$ cat src/spc_pkg.sv
`timescale 1ns / 1ps
// ----------------------------------------------------------------------------
// spc_pkg
// Shared constants and types for the passband classifier.
// ----------------------------------------------------------------------------
package spc_pkg;

  // Spectrum geometry
  localparam int MAX_BINS     = 1024;
  localparam int SAMPLE_WIDTH = 32;

  // Fixed field widths of the channels
  localparam int MAG_W    = 32;
  localparam int THR_W    = 32;
  localparam int KIND_W   = 3;
  localparam int OUT_IDX_W = 10;

  // Bin counter saturates at MAX_BINS, so it must hold MAX_BINS itself
  localparam int CNT_W  = $clog2(MAX_BINS + 1);
  // Edge indices never exceed MAX_BINS-2
  localparam int EDGE_W = $clog2(MAX_BINS);

  localparam logic [CNT_W-1:0] CNT_MAX = CNT_W'(MAX_BINS);
  localparam logic [MAG_W-1:0] SAMPLE_MASK = MAG_W'((64'd1 << SAMPLE_WIDTH) - 64'd1);

  typedef enum logic [KIND_W-1:0] {
    KIND_NONE     = 3'd0,
    KIND_FULLPASS = 3'd1,
    KIND_LOWPASS  = 3'd2,
    KIND_HIGHPASS = 3'd3,
    KIND_BANDPASS = 3'd4,
    KIND_BANDSTOP = 3'd5
  } filter_kind_e;

  // Per-spectrum edge summary, including the bin being retired
  typedef struct packed {
    logic              all_above;
    logic              rise_found;
    logic [EDGE_W-1:0] rise_idx;
    logic              fall_found;
    logic [EDGE_W-1:0] fall_idx;
    logic              far_found;   // fall at least two bins past the rise
    logic [EDGE_W-1:0] far_idx;
  } spc_summary_t;

  // Summary at the start of a spectrum: nothing below yet, no edges
  localparam spc_summary_t SUM_CLEAR = '{
    all_above:  1'b1,
    rise_found: 1'b0,
    rise_idx:   '0,
    fall_found: 1'b0,
    fall_idx:   '0,
    far_found:  1'b0,
    far_idx:    '0
  };

  typedef struct packed {
    filter_kind_e         kind;
    logic [OUT_IDX_W-1:0] rise_bin;
    logic [OUT_IDX_W-1:0] fall_bin;
  } spc_result_t;

endpackage

$ cat src/spc_ifs.sv
`timescale 1ns / 1ps
// ----------------------------------------------------------------------------
// spc_ifs
// Valid/ready channel interfaces: bin input, result output, threshold write.
// ----------------------------------------------------------------------------
interface spc_bin_if;
  import spc_pkg::*;
  logic             valid;
  logic             ready;
  logic [MAG_W-1:0] magnitude;
  logic             final_bin;

  modport source (output valid, output magnitude, output final_bin, input ready);
  modport sink   (input valid, input magnitude, input final_bin, output ready);
endinterface

interface spc_result_if;
  import spc_pkg::*;
  logic                 valid;
  logic                 ready;
  logic [KIND_W-1:0]    filter_kind;
  logic [OUT_IDX_W-1:0] rise_bin;
  logic [OUT_IDX_W-1:0] fall_bin;

  modport source (output valid, output filter_kind, output rise_bin, output fall_bin,
                  input ready);
  modport sink   (input valid, input filter_kind, input rise_bin, input fall_bin,
                  output ready);
endinterface

interface spc_cfg_if;
  import spc_pkg::*;
  logic             valid;
  logic             ready;
  logic [THR_W-1:0] level_threshold;

  modport source (output valid, output level_threshold, input ready);
  modport sink   (input valid, input level_threshold, output ready);
endinterface

$ cat src/spc_edge_tracker.sv
`timescale 1ns / 1ps
// ----------------------------------------------------------------------------
// spc_edge_tracker
// Threshold compare and per-spectrum edge state, one bin per step.
// ----------------------------------------------------------------------------
module spc_edge_tracker
  import spc_pkg::*;
(
  input  logic             clk_i,
  input  logic             rst_ni,
  input  logic             step_i,
  input  logic [MAG_W-1:0] mag_i,
  input  logic             final_i,
  input  logic [THR_W-1:0] thr_i,
  output spc_summary_t     summary_o
);

  logic [CNT_W-1:0] cnt_q, cnt_d;
  logic [1:0]       hist_q, hist_d;
  spc_summary_t     sum_q, sum_d;

  logic              above;
  logic              edge_en;
  logic              rise_hit;
  logic              fall_hit;
  logic [EDGE_W-1:0] edge_idx;
  logic [EDGE_W:0]   rise_plus2;

  always_comb begin
    above      = (mag_i & SAMPLE_MASK) >= thr_i;
    edge_en    = (cnt_q >= CNT_W'(2)) && (cnt_q < CNT_MAX);
    edge_idx   = EDGE_W'(cnt_q - CNT_W'(1));
    rise_hit   = edge_en && !hist_q[1] && above;
    fall_hit   = edge_en && hist_q[1] && !above;
    rise_plus2 = {1'b0, sum_q.rise_idx} + (EDGE_W + 1)'(2);

    sum_d = sum_q;
    if (!above) begin
      sum_d.all_above = 1'b0;
    end
    // only the first rise counts
    if (rise_hit && !sum_q.rise_found) begin
      sum_d.rise_found = 1'b1;
      sum_d.rise_idx   = edge_idx;
    end
    if (fall_hit) begin
      if (!sum_q.fall_found) begin
        sum_d.fall_found = 1'b1;
        sum_d.fall_idx   = edge_idx;
      end
      if (sum_q.rise_found && !sum_q.far_found &&
          ({1'b0, edge_idx} >= rise_plus2)) begin
        sum_d.far_found = 1'b1;
        sum_d.far_idx   = edge_idx;
      end
    end

    hist_d = {hist_q[0], above};
    cnt_d  = (cnt_q < CNT_MAX) ? cnt_q + CNT_W'(1) : cnt_q;
  end

  assign summary_o = sum_d;

  always_ff @(posedge clk_i or negedge rst_ni) begin
    if (!rst_ni) begin
      cnt_q  <= '0;
      hist_q <= '0;
      sum_q  <= SUM_CLEAR;
    end else if (step_i) begin
      if (final_i) begin
        cnt_q  <= '0;
        hist_q <= '0;
        sum_q  <= SUM_CLEAR;
      end else begin
        cnt_q  <= cnt_d;
        hist_q <= hist_d;
        sum_q  <= sum_d;
      end
    end
  end

endmodule

$ cat src/spc_classifier.sv
`timescale 1ns / 1ps
// ----------------------------------------------------------------------------
// spc_classifier
// Maps the final edge summary of a spectrum to filter kind and bin indices.
// ----------------------------------------------------------------------------
module spc_classifier
  import spc_pkg::*;
(
  input  spc_summary_t summary_i,
  output spc_result_t  result_o
);

  always_comb begin
    result_o.kind     = KIND_NONE;
    result_o.rise_bin = '0;
    result_o.fall_bin = '0;
    if (summary_i.all_above) begin
      result_o.kind = KIND_FULLPASS;
    end else if (summary_i.rise_found) begin
      result_o.rise_bin = OUT_IDX_W'(summary_i.rise_idx);
      if (summary_i.far_found) begin
        result_o.kind     = KIND_BANDPASS;
        result_o.fall_bin = OUT_IDX_W'(summary_i.far_idx);
      end else if (summary_i.fall_found) begin
        result_o.kind     = KIND_BANDSTOP;
        result_o.fall_bin = OUT_IDX_W'(summary_i.fall_idx);
      end else begin
        result_o.kind = KIND_HIGHPASS;
      end
    end else if (summary_i.fall_found) begin
      result_o.kind     = KIND_LOWPASS;
      result_o.fall_bin = OUT_IDX_W'(summary_i.fall_idx);
    end
  end

endmodule

$ cat src/spectrum_passband_classifier_core.sv
`timescale 1ns / 1ps
// ----------------------------------------------------------------------------
// spectrum_passband_classifier_core
// Streams magnitude bins and classifies the spectrum as a filter response.
// ----------------------------------------------------------------------------
// Bins enter on bin_i one transaction per cycle, from bin 0, with final_bin
// marking the last one. Each bin is compared against level_threshold
// (above means magnitude >= threshold) and edges at bin i are judged from
// bins i-1 and i+1. On the final bin one result transaction leaves on
// result_o: kind, first rise index and reported fall index. Throughput is one
// bin per cycle unless a final bin stalls; result_o.valid is set when the
// final bin moves from the input register into the result register. The
// only stall comes from the result register: while it holds an unconsumed
// result, a further final bin waits in the input register. bin_i.ready
// follows result_o.ready within the same cycle. No clearing pass is needed
// after reset. The threshold write channel is always ready and should be
// used only while no spectrum is in flight.
// ----------------------------------------------------------------------------
module spectrum_passband_classifier_core
  import spc_pkg::*;
(
  input  logic    clk_i,
  input  logic    rst_ni,
  spc_cfg_if.sink      cfg_i,
  spc_bin_if.sink      bin_i,
  spc_result_if.source result_o
);

  // Threshold register
  logic [THR_W-1:0] thr_q;

  // Input register
  logic             in_vld_q;
  logic [MAG_W-1:0] in_mag_q;
  logic             in_fin_q;

  // Result register
  logic         out_vld_q;
  spc_result_t  out_q;

  logic         out_free;
  logic         step;
  spc_summary_t summary;
  spc_result_t  result;

  assign cfg_i.ready = 1'b1;

  always_ff @(posedge clk_i or negedge rst_ni) begin
    if (!rst_ni) begin
      thr_q <= '0;
    end else if (cfg_i.valid) begin
      thr_q <= cfg_i.level_threshold;
    end
  end

  // A non-final bin retires freely; a final bin needs room in the result reg.
  assign out_free    = !out_vld_q || result_o.ready;
  assign step        = in_vld_q && (!in_fin_q || out_free);
  assign bin_i.ready = !in_vld_q || step;

  always_ff @(posedge clk_i or negedge rst_ni) begin
    if (!rst_ni) begin
      in_vld_q <= 1'b0;
    end else if (bin_i.ready) begin
      in_vld_q <= bin_i.valid;
    end
  end

  always_ff @(posedge clk_i) begin
    if (bin_i.valid && bin_i.ready) begin
      in_mag_q <= bin_i.magnitude;
      in_fin_q <= bin_i.final_bin;
    end
  end

  spc_edge_tracker u_tracker (
    .clk_i     (clk_i),
    .rst_ni    (rst_ni),
    .step_i    (step),
    .mag_i     (in_mag_q),
    .final_i   (in_fin_q),
    .thr_i     (thr_q),
    .summary_o (summary)
  );

  spc_classifier u_classifier (
    .summary_i (summary),
    .result_o  (result)
  );

  always_ff @(posedge clk_i or negedge rst_ni) begin
    if (!rst_ni) begin
      out_vld_q <= 1'b0;
    end else if (step && in_fin_q) begin
      out_vld_q <= 1'b1;
    end else if (result_o.ready) begin
      out_vld_q <= 1'b0;
    end
  end

  always_ff @(posedge clk_i) begin
    if (step && in_fin_q) begin
      out_q <= result;
    end
  end

  assign result_o.valid       = out_vld_q;
  assign result_o.filter_kind = out_q.kind;
  assign result_o.rise_bin    = out_q.rise_bin;
  assign result_o.fall_bin    = out_q.fall_bin;

endmodule

$ cat src/flat_wrapper.sv
// flat-port wrapper written by rule: the top's interface ports become plain ports
module spectrum_passband_classifier_core_flat import spc_pkg::*;
  (clk_i, rst_ni, cfg_i_valid, cfg_i_level_threshold, cfg_i_ready, bin_i_valid, bin_i_magnitude, bin_i_final_bin, bin_i_ready, result_o_valid, result_o_filter_kind, result_o_rise_bin, result_o_fall_bin, result_o_ready);
  spc_cfg_if cfg_i_i ();
  spc_bin_if bin_i_i ();
  spc_result_if result_o_i ();
  input  logic clk_i;
  input  logic rst_ni;
  input wire logic [$bits(cfg_i_i.valid)-1:0] cfg_i_valid;
  input wire logic [$bits(cfg_i_i.level_threshold)-1:0] cfg_i_level_threshold;
  output wire logic [$bits(cfg_i_i.ready)-1:0] cfg_i_ready;
  input wire logic [$bits(bin_i_i.valid)-1:0] bin_i_valid;
  input wire logic [$bits(bin_i_i.magnitude)-1:0] bin_i_magnitude;
  input wire logic [$bits(bin_i_i.final_bin)-1:0] bin_i_final_bin;
  output wire logic [$bits(bin_i_i.ready)-1:0] bin_i_ready;
  output wire logic [$bits(result_o_i.valid)-1:0] result_o_valid;
  output wire logic [$bits(result_o_i.filter_kind)-1:0] result_o_filter_kind;
  output wire logic [$bits(result_o_i.rise_bin)-1:0] result_o_rise_bin;
  output wire logic [$bits(result_o_i.fall_bin)-1:0] result_o_fall_bin;
  input wire logic [$bits(result_o_i.ready)-1:0] result_o_ready;
  assign cfg_i_i.valid = cfg_i_valid;
  assign cfg_i_i.level_threshold = cfg_i_level_threshold;
  assign cfg_i_ready = cfg_i_i.ready;
  assign bin_i_i.valid = bin_i_valid;
  assign bin_i_i.magnitude = bin_i_magnitude;
  assign bin_i_i.final_bin = bin_i_final_bin;
  assign bin_i_ready = bin_i_i.ready;
  assign result_o_valid = result_o_i.valid;
  assign result_o_filter_kind = result_o_i.filter_kind;
  assign result_o_rise_bin = result_o_i.rise_bin;
  assign result_o_fall_bin = result_o_i.fall_bin;
  assign result_o_i.ready = result_o_ready;
  spectrum_passband_classifier_core u_core (.clk_i(clk_i), .rst_ni(rst_ni), .cfg_i(cfg_i_i), .bin_i(bin_i_i), .result_o(result_o_i));
endmodule
$ cat config.mk
export PLATFORM = sky130hd
export DESIGN_NAME = spectrum_passband_classifier_core_flat
export DESIGN_NICKNAME = d
export VERILOG_FILES = /design/src/spc_pkg.sv /design/src/spc_ifs.sv /design/src/spc_edge_tracker.sv /design/src/spc_classifier.sv /design/src/spectrum_passband_classifier_core.sv /design/src/flat_wrapper.sv
export SDC_FILE = /design/constraint.sdc
export NUM_CORES = 1
export LEC_CHECK = 0
export BUFFER_PORTS_ARGS = -buffer_cell sky130_fd_sc_hd__buf_2
export CORE_MARGIN = 2
export CORE_UTILIZATION = 40
export CTS_BUF_LIST = sky130_fd_sc_hd__clkbuf_4
export DETAILED_ROUTE_END_ITERATION = 6
export GPL_ROUTABILITY_DRIVEN = 0
export SLEW_MARGIN = 0
export SYNTH_ARGS = -nofsm -noshare
export SYNTH_HDL_FRONTEND = slang
export SYNTH_SLANG_ARGS = --single-unit
$ cat constraint.sdc
create_clock -name clk_i -period 4.6 [get_ports clk_i]
set_input_delay 0.23 -clock clk_i [delete_from_list [all_inputs] [get_ports clk_i]]
set_output_delay 0.23 -clock clk_i [all_outputs]
set_load 0.005 [all_outputs]
### Yosys cells after proc, flatten, opt, wreduce, memory -nomap -nowiden

Index checks and enable logic that the tools add are counted.

* register bits after elaboration: 137
* input port bits: 70
* logic and storage cells: 68

* $add $sub $neg: 3
* order comparisons: 4
* multiplexer cells: 18
* bitwise gates (word level): 1
* reduce and logical (&&, ||, !) cells: 25

Operators with widths (number)
* $mux 11: 4
* $mux 10: 4
* $mux 34: 1
* $ge 32x32->1: 1
* $mux 22: 1
* $add 10x2->11 const B: 1
* $add 11x1->11 const B: 1
* $ge 10x11->1: 1
* $ge 11x2->1 const B: 1
* $logic_and 1x1->1: 11
* $lt 11x11->1 const B: 1
* $sub 10x1->10 const B: 1
* $mux 3: 3
* $logic_not 1->1: 7
* $mux 2: 2
* $reduce_bool 2->1: 2
* $logic_or 1x1->1: 3
* $mux 1: 3
* $reduce_and 2->1: 1
* $reduce_or 2->1: 1
* $not 1->1: 1

### Depth between registers and ports, before layout

* word-level depth: 8
* gate-level depth with buffers: 16

### Cells and area by module

A second synthesis with hierarchy kept.

* cell total of the unflattened synthesis: 659
* area, all modules: 7523.5 µm²

Modules (own cells, without submodules)
* spc_edge_tracker: instances 1, cells an instance 470, area an instance 4113.9 µm², sequential area each 1177.4 µm²
* spectrum_passband_classifier_core: instances 1, cells an instance 136, area an instance 3136.8 µm², sequential area each 2532.4 µm²
* spc_classifier: instances 1, cells an instance 53, area an instance 272.8 µm², sequential area each 0.0 µm²

### Worst setup path after synthesis

No wires, ideal clock.

* kind: reg2reg
* from: register u_core.u_tracker.cnt_q[0]
* to: register u_core.out_q, in the netlist u_core.result_o.fall_bin[0], data pin
* arrival: 3.234 ns
* setup slack: 1.093 ns
* cell stages (with the launch flop): 17
* cells stage by stage: dfrtp_1 clkbuf_1 inv_1 ha_1 nand2b_1 nor2_1 xnor2_1 inv_1 ha_1 nand3_1 o21ai_0 a221oi_1 or4_4 a21o_1 buf_2 nand4_1 o221ai_1

* cells in the longest elaborated chain, start to end: 8
* elaborated cells on any way between the ends: 18
* those cells by class: add/sub: 1; order compare: 3; mux: 7; reduce/logical: 7

RTL lines
* from (decl): line spc_edge_tracker.sv:18 `logic [CNT_W-1:0] cnt_q, cnt_d;`
* from (signal assigned): line spc_edge_tracker.sv:75 `cnt_q <= cnt_d;`
* branches (longest 7 deep; another with $ge 10x11->1)
* $mux 10 *: line spc_classifier.sv:19 `end else if (summary_i.rise_found) begin`
* to (signal assigned): line spectrum_passband_classifier_core.sv:103 `out_q <= result;`
* to (decl): line spectrum_passband_classifier_core.sv:39 `spc_result_t out_q;`

Every way passes the cells marked *.
A chain may end at the register's enable or synchronous reset.

### Final worst setup path

* from: register u_core.u_tracker.cnt_q[0]
* to: register u_core.out_q, in the netlist u_core.result_o.fall_bin[7], data pin

The elaborated chain is that of the path after synthesis.

==> results.md <==
* # nets final at 965
* Rel. slew slack at 0.258
* Synthesized flop and latch total at around 140
* Vias in the first global route at between 6000 and 7000
* FF/Latch Area at 3710 µm²
* Fin crit share at 0.896
* FF-to-FF setup slack at 0.48 ns
* Pwr/cell area at a little over 400 nW/µm²
* Max-Cap Viols at 0
* Status: finished, final reports clean
* Fmax at approximately 0.24 GHz
* Total core area at 17400 µm²
* Cts hold-fix bufs at roughly 70
* Crit path kind: reg2reg
* Vias post-DR at around 5900
* Iter 0 DRT Violations at about 410
* Hpwl dp at roughly 12000 µm
* Worst setup EP type: register
* Die Width at about 140 µm
* CTS Root Cell: clkbuf_4
* Final Hold Fails at 0
* P&R area growth vs syn at 24.6%
* M1 GR Usage at 0.265
* Final-report setup violation count at 0
* Worst VDD drop at around 0.25 mV
* Tmin final at ~4.1 ns
* Hold slack at 0.333 ns
* EDFF count, synth at between 50 and 60
* Routed WL at around 18000 µm
* Sequential fraction of the synthesis area at 0.522
* Multi-input gate area at approximately 3000 µm²
* Yosys warns at 0
* Final Skew at 0.0277 ns
* Clk_lat worst skew at roughly 0.55 ns
* Bufs on Longest Clock Path at 2
* Max-slew violations at 0
* Worst-margin pin slew at 1.11 ns
* Met3 Use GR at 0.0482
* Ant diodes at 0
* R2R cell count at 14
* CTS tree: done
* Port buffer count at 94
* Die height at ~140 µm
* Fillers at approximately 1600
* CP Data Arrival Time at 4.38 ns
* Via-per-instance ratio at ~5.4
* Initial antenna violation count at 0
* Largest net degree at the start of global routing at 82
* Post-Syn Area per Cell at between 10 and 15 µm²
* TritonCTS Buffers at 17
* Row count at 48
* Worst EP required at between 4 and 5 ns
* Startpoint Class: register
* Layout cells sized above 1 at 0.178
* Syn_nets at ~810
* Sum Neg Setup Slack at 0 ns
* Sink Count at between 100 and 150
* CP startpoint: u_core.u_tracker.cnt_q[0]
* # resized after CTS at 0
* GRT overflow at 0
* Top Ports at 96
* Asr flop ratio synth at 0.591
* Grt met2 use at 0.351
* Main synth FF type: dfrtp_1
* Clk slew on worst S/H paths at ~0.14 ns
* Worst min path class: in2reg
* Starting Density at 0.409
* RSZ-0062 raised after global routing: false
* Post-route DRC violation count at 0
* Max H-tree Level at 4
* Wirelength per Cell at approximately 17 µm
* Gr busiest metal: met2
* Commonest non-fill, non-tap cell in the layout: buf_2
* CP Max Fanout at 10
* Global Route Usage Sum at 0.206
* Global-route wire length before repair at between 20000 and 30000 µm
* Postcts setup bufs at 0
* Routed Antenna Nets at 0
* Commonest non-fill, non-tap cells in the layout: buf_2, nand2_1, dfrtp_1
* Reg2reg end: u_core.result_o.fall_bin[7]
* Post-Synthesis Cell Area at 7100 µm²
* Crit path to: u_core.result_o.fall_bin[7]
* Reg2reg start: u_core.u_tracker.cnt_q[0]
* Leak Pwr at around 0.0038 µW
* Post-synth cell types at 66
* Cells after Synth at 692
* Total die area at ~19000 µm²
* Drt pass-1 iters at 5
==> power by group <==
group          switching, µW  leakage [µW]  internal, µW  total, µW
combinational            601       0.00207           447       1050
sequential               166       0.00159          1470       1640
clock                    477      0.000179           496        974
==> layer usage <==
metal,share of wire,routed length [µm]
met5,0,0
met4,0.018,330
met3,0.043,800
met2,0.49,9070
met1,0.45,8240
==> worst min-delay path by stage <==
stage	cells past startpoint	startpoint	to
3_5_place_dp	1	bin_i_magnitude[21]	u_core.in_mag_q[21]
4_1_cts	3	cfg_i_valid	u_core.thr_q[17]
6_report	3	cfg_i_valid	u_core.thr_q[11]
3_3_place_gp	1	bin_i_magnitude[24]	u_core.in_mag_q[24]
5_1_grt	2	bin_i_magnitude[8]	u_core.in_mag_q[8]
2_1_floorplan	0	rst_ni	u_core.in_vld_q
==> logic make-up (layout without fill, tap and decap cells) <==
group | Yosys count | in the layout | share of synthesized area
other | 1 | 1 | 0.000528
DFF | 137 | 137 | 0.522
adders and majority gates | 44 | 44 | 0.0775
xor gates and xnor gates | 22 | 22 | 0.0282
buffers and inverters | 95 | 267 | 0.0544
muxes | 7 | 7 | 0.0100
AOI/OAI and AO/OA | 187 | 187 | 0.174
and+or+nand+nor | 199 | 199 | 0.133
==> metrics by stage <==
step | power (µW) | std cells | cell area [µm²] | setup slack [ns] | utilization
5_1_grt | 3870 | 1089 | 8850 | 0.264 | 0.510
3_5_place_dp | 2650 | 989 | 7810 | 0.520 | 0.450
3_3_place_gp | 2620 | 989 | 7810 | 0.749 | 0.450
2_1_floorplan | 2310 | 692 | 7100 | 1.09 | -
6_report | 3660 | 1089 | 8850 | 0.479 | 0.510
4_1_cts | 3670 | 1089 | 8850 | 0.487 | 0.510
==> flip-flops by register name, indices dropped and copies added (netlist names) <==
register / flops
u_core.in_fin_q: 1
u_core.result_o.fall_bin: 10
u_core.u_tracker.cnt_q: 11
u_core.u_tracker.sum_q: 34
u_core.in_vld_q: 1
u_core.result_o.filter_kind: 3
u_core.thr_q: 32
u_core.in_mag_q: 32
u_core.result_o.rise_bin: 10
u_core.result_o.valid: 1
u_core.u_tracker.hist_q: 2
==> cells in the mapped netlist, drive strengths merged, types with 2 or more instances <==
cell type  number  share of area
nand2          84          0.044
dfrtp          80           0.28
o21ai          65          0.046
inv            57          0.030
edfxtp         56           0.24
ha             44          0.078
nor2           39          0.021
clkbuf         28          0.015
nand3          28          0.020
a21oi          27          0.021
nand4          18          0.016
xnor2          13          0.016
a211oi         12          0.013
a21o           10          0.011
o211ai         10          0.011
a2bb2oi         9          0.011
o22ai           9         0.0079
xor2            9          0.012
buf             8         0.0085
o221ai          8         0.0099
nand2b          7         0.0062
mux2i           6         0.0085
o311ai          6         0.0095
o31ai           6         0.0063
a31oi           5         0.0044
a21boi          4         0.0042
nor2b           4         0.0035
nor4            4         0.0065
and2            3         0.0026
nor3            3         0.0021
a2111oi         2         0.0026
and3            2         0.0018
clkinv          2         0.0011
o21a            2         0.0021
o31a            2         0.0025
==> layout make-up <==
| class | count | area share |
|---|---|---|
| sequential | 137 | 0.419 |
| multi-input combinational | 460 | 0.341 |
| timing repair buffer | 176 | 0.142 |
| tap | 225 | 0.0318 |
| clock inverter | 14 | 0.0250 |
| inverter | 59 | 0.0250 |
| clock buffer | 18 | 0.0153 |
==> worst max-delay path, cell delays in order, from the launching register on <==
cell      delay (ns)
dfrtp_1         0.58
inv_1           0.16
ha_1            0.25
nand2b_1        0.19
nor2_1          0.08
xnor2_1         0.40
inv_1           0.16
ha_1            0.33
nand3_1         0.07
o21ai_0         0.18
a221oi_1        0.12
or4_4           0.58
a21o_1          0.25
nand2_1         0.28
o221ai_1        0.19
No activity file was read; power rests on OpenSTA's default activity.
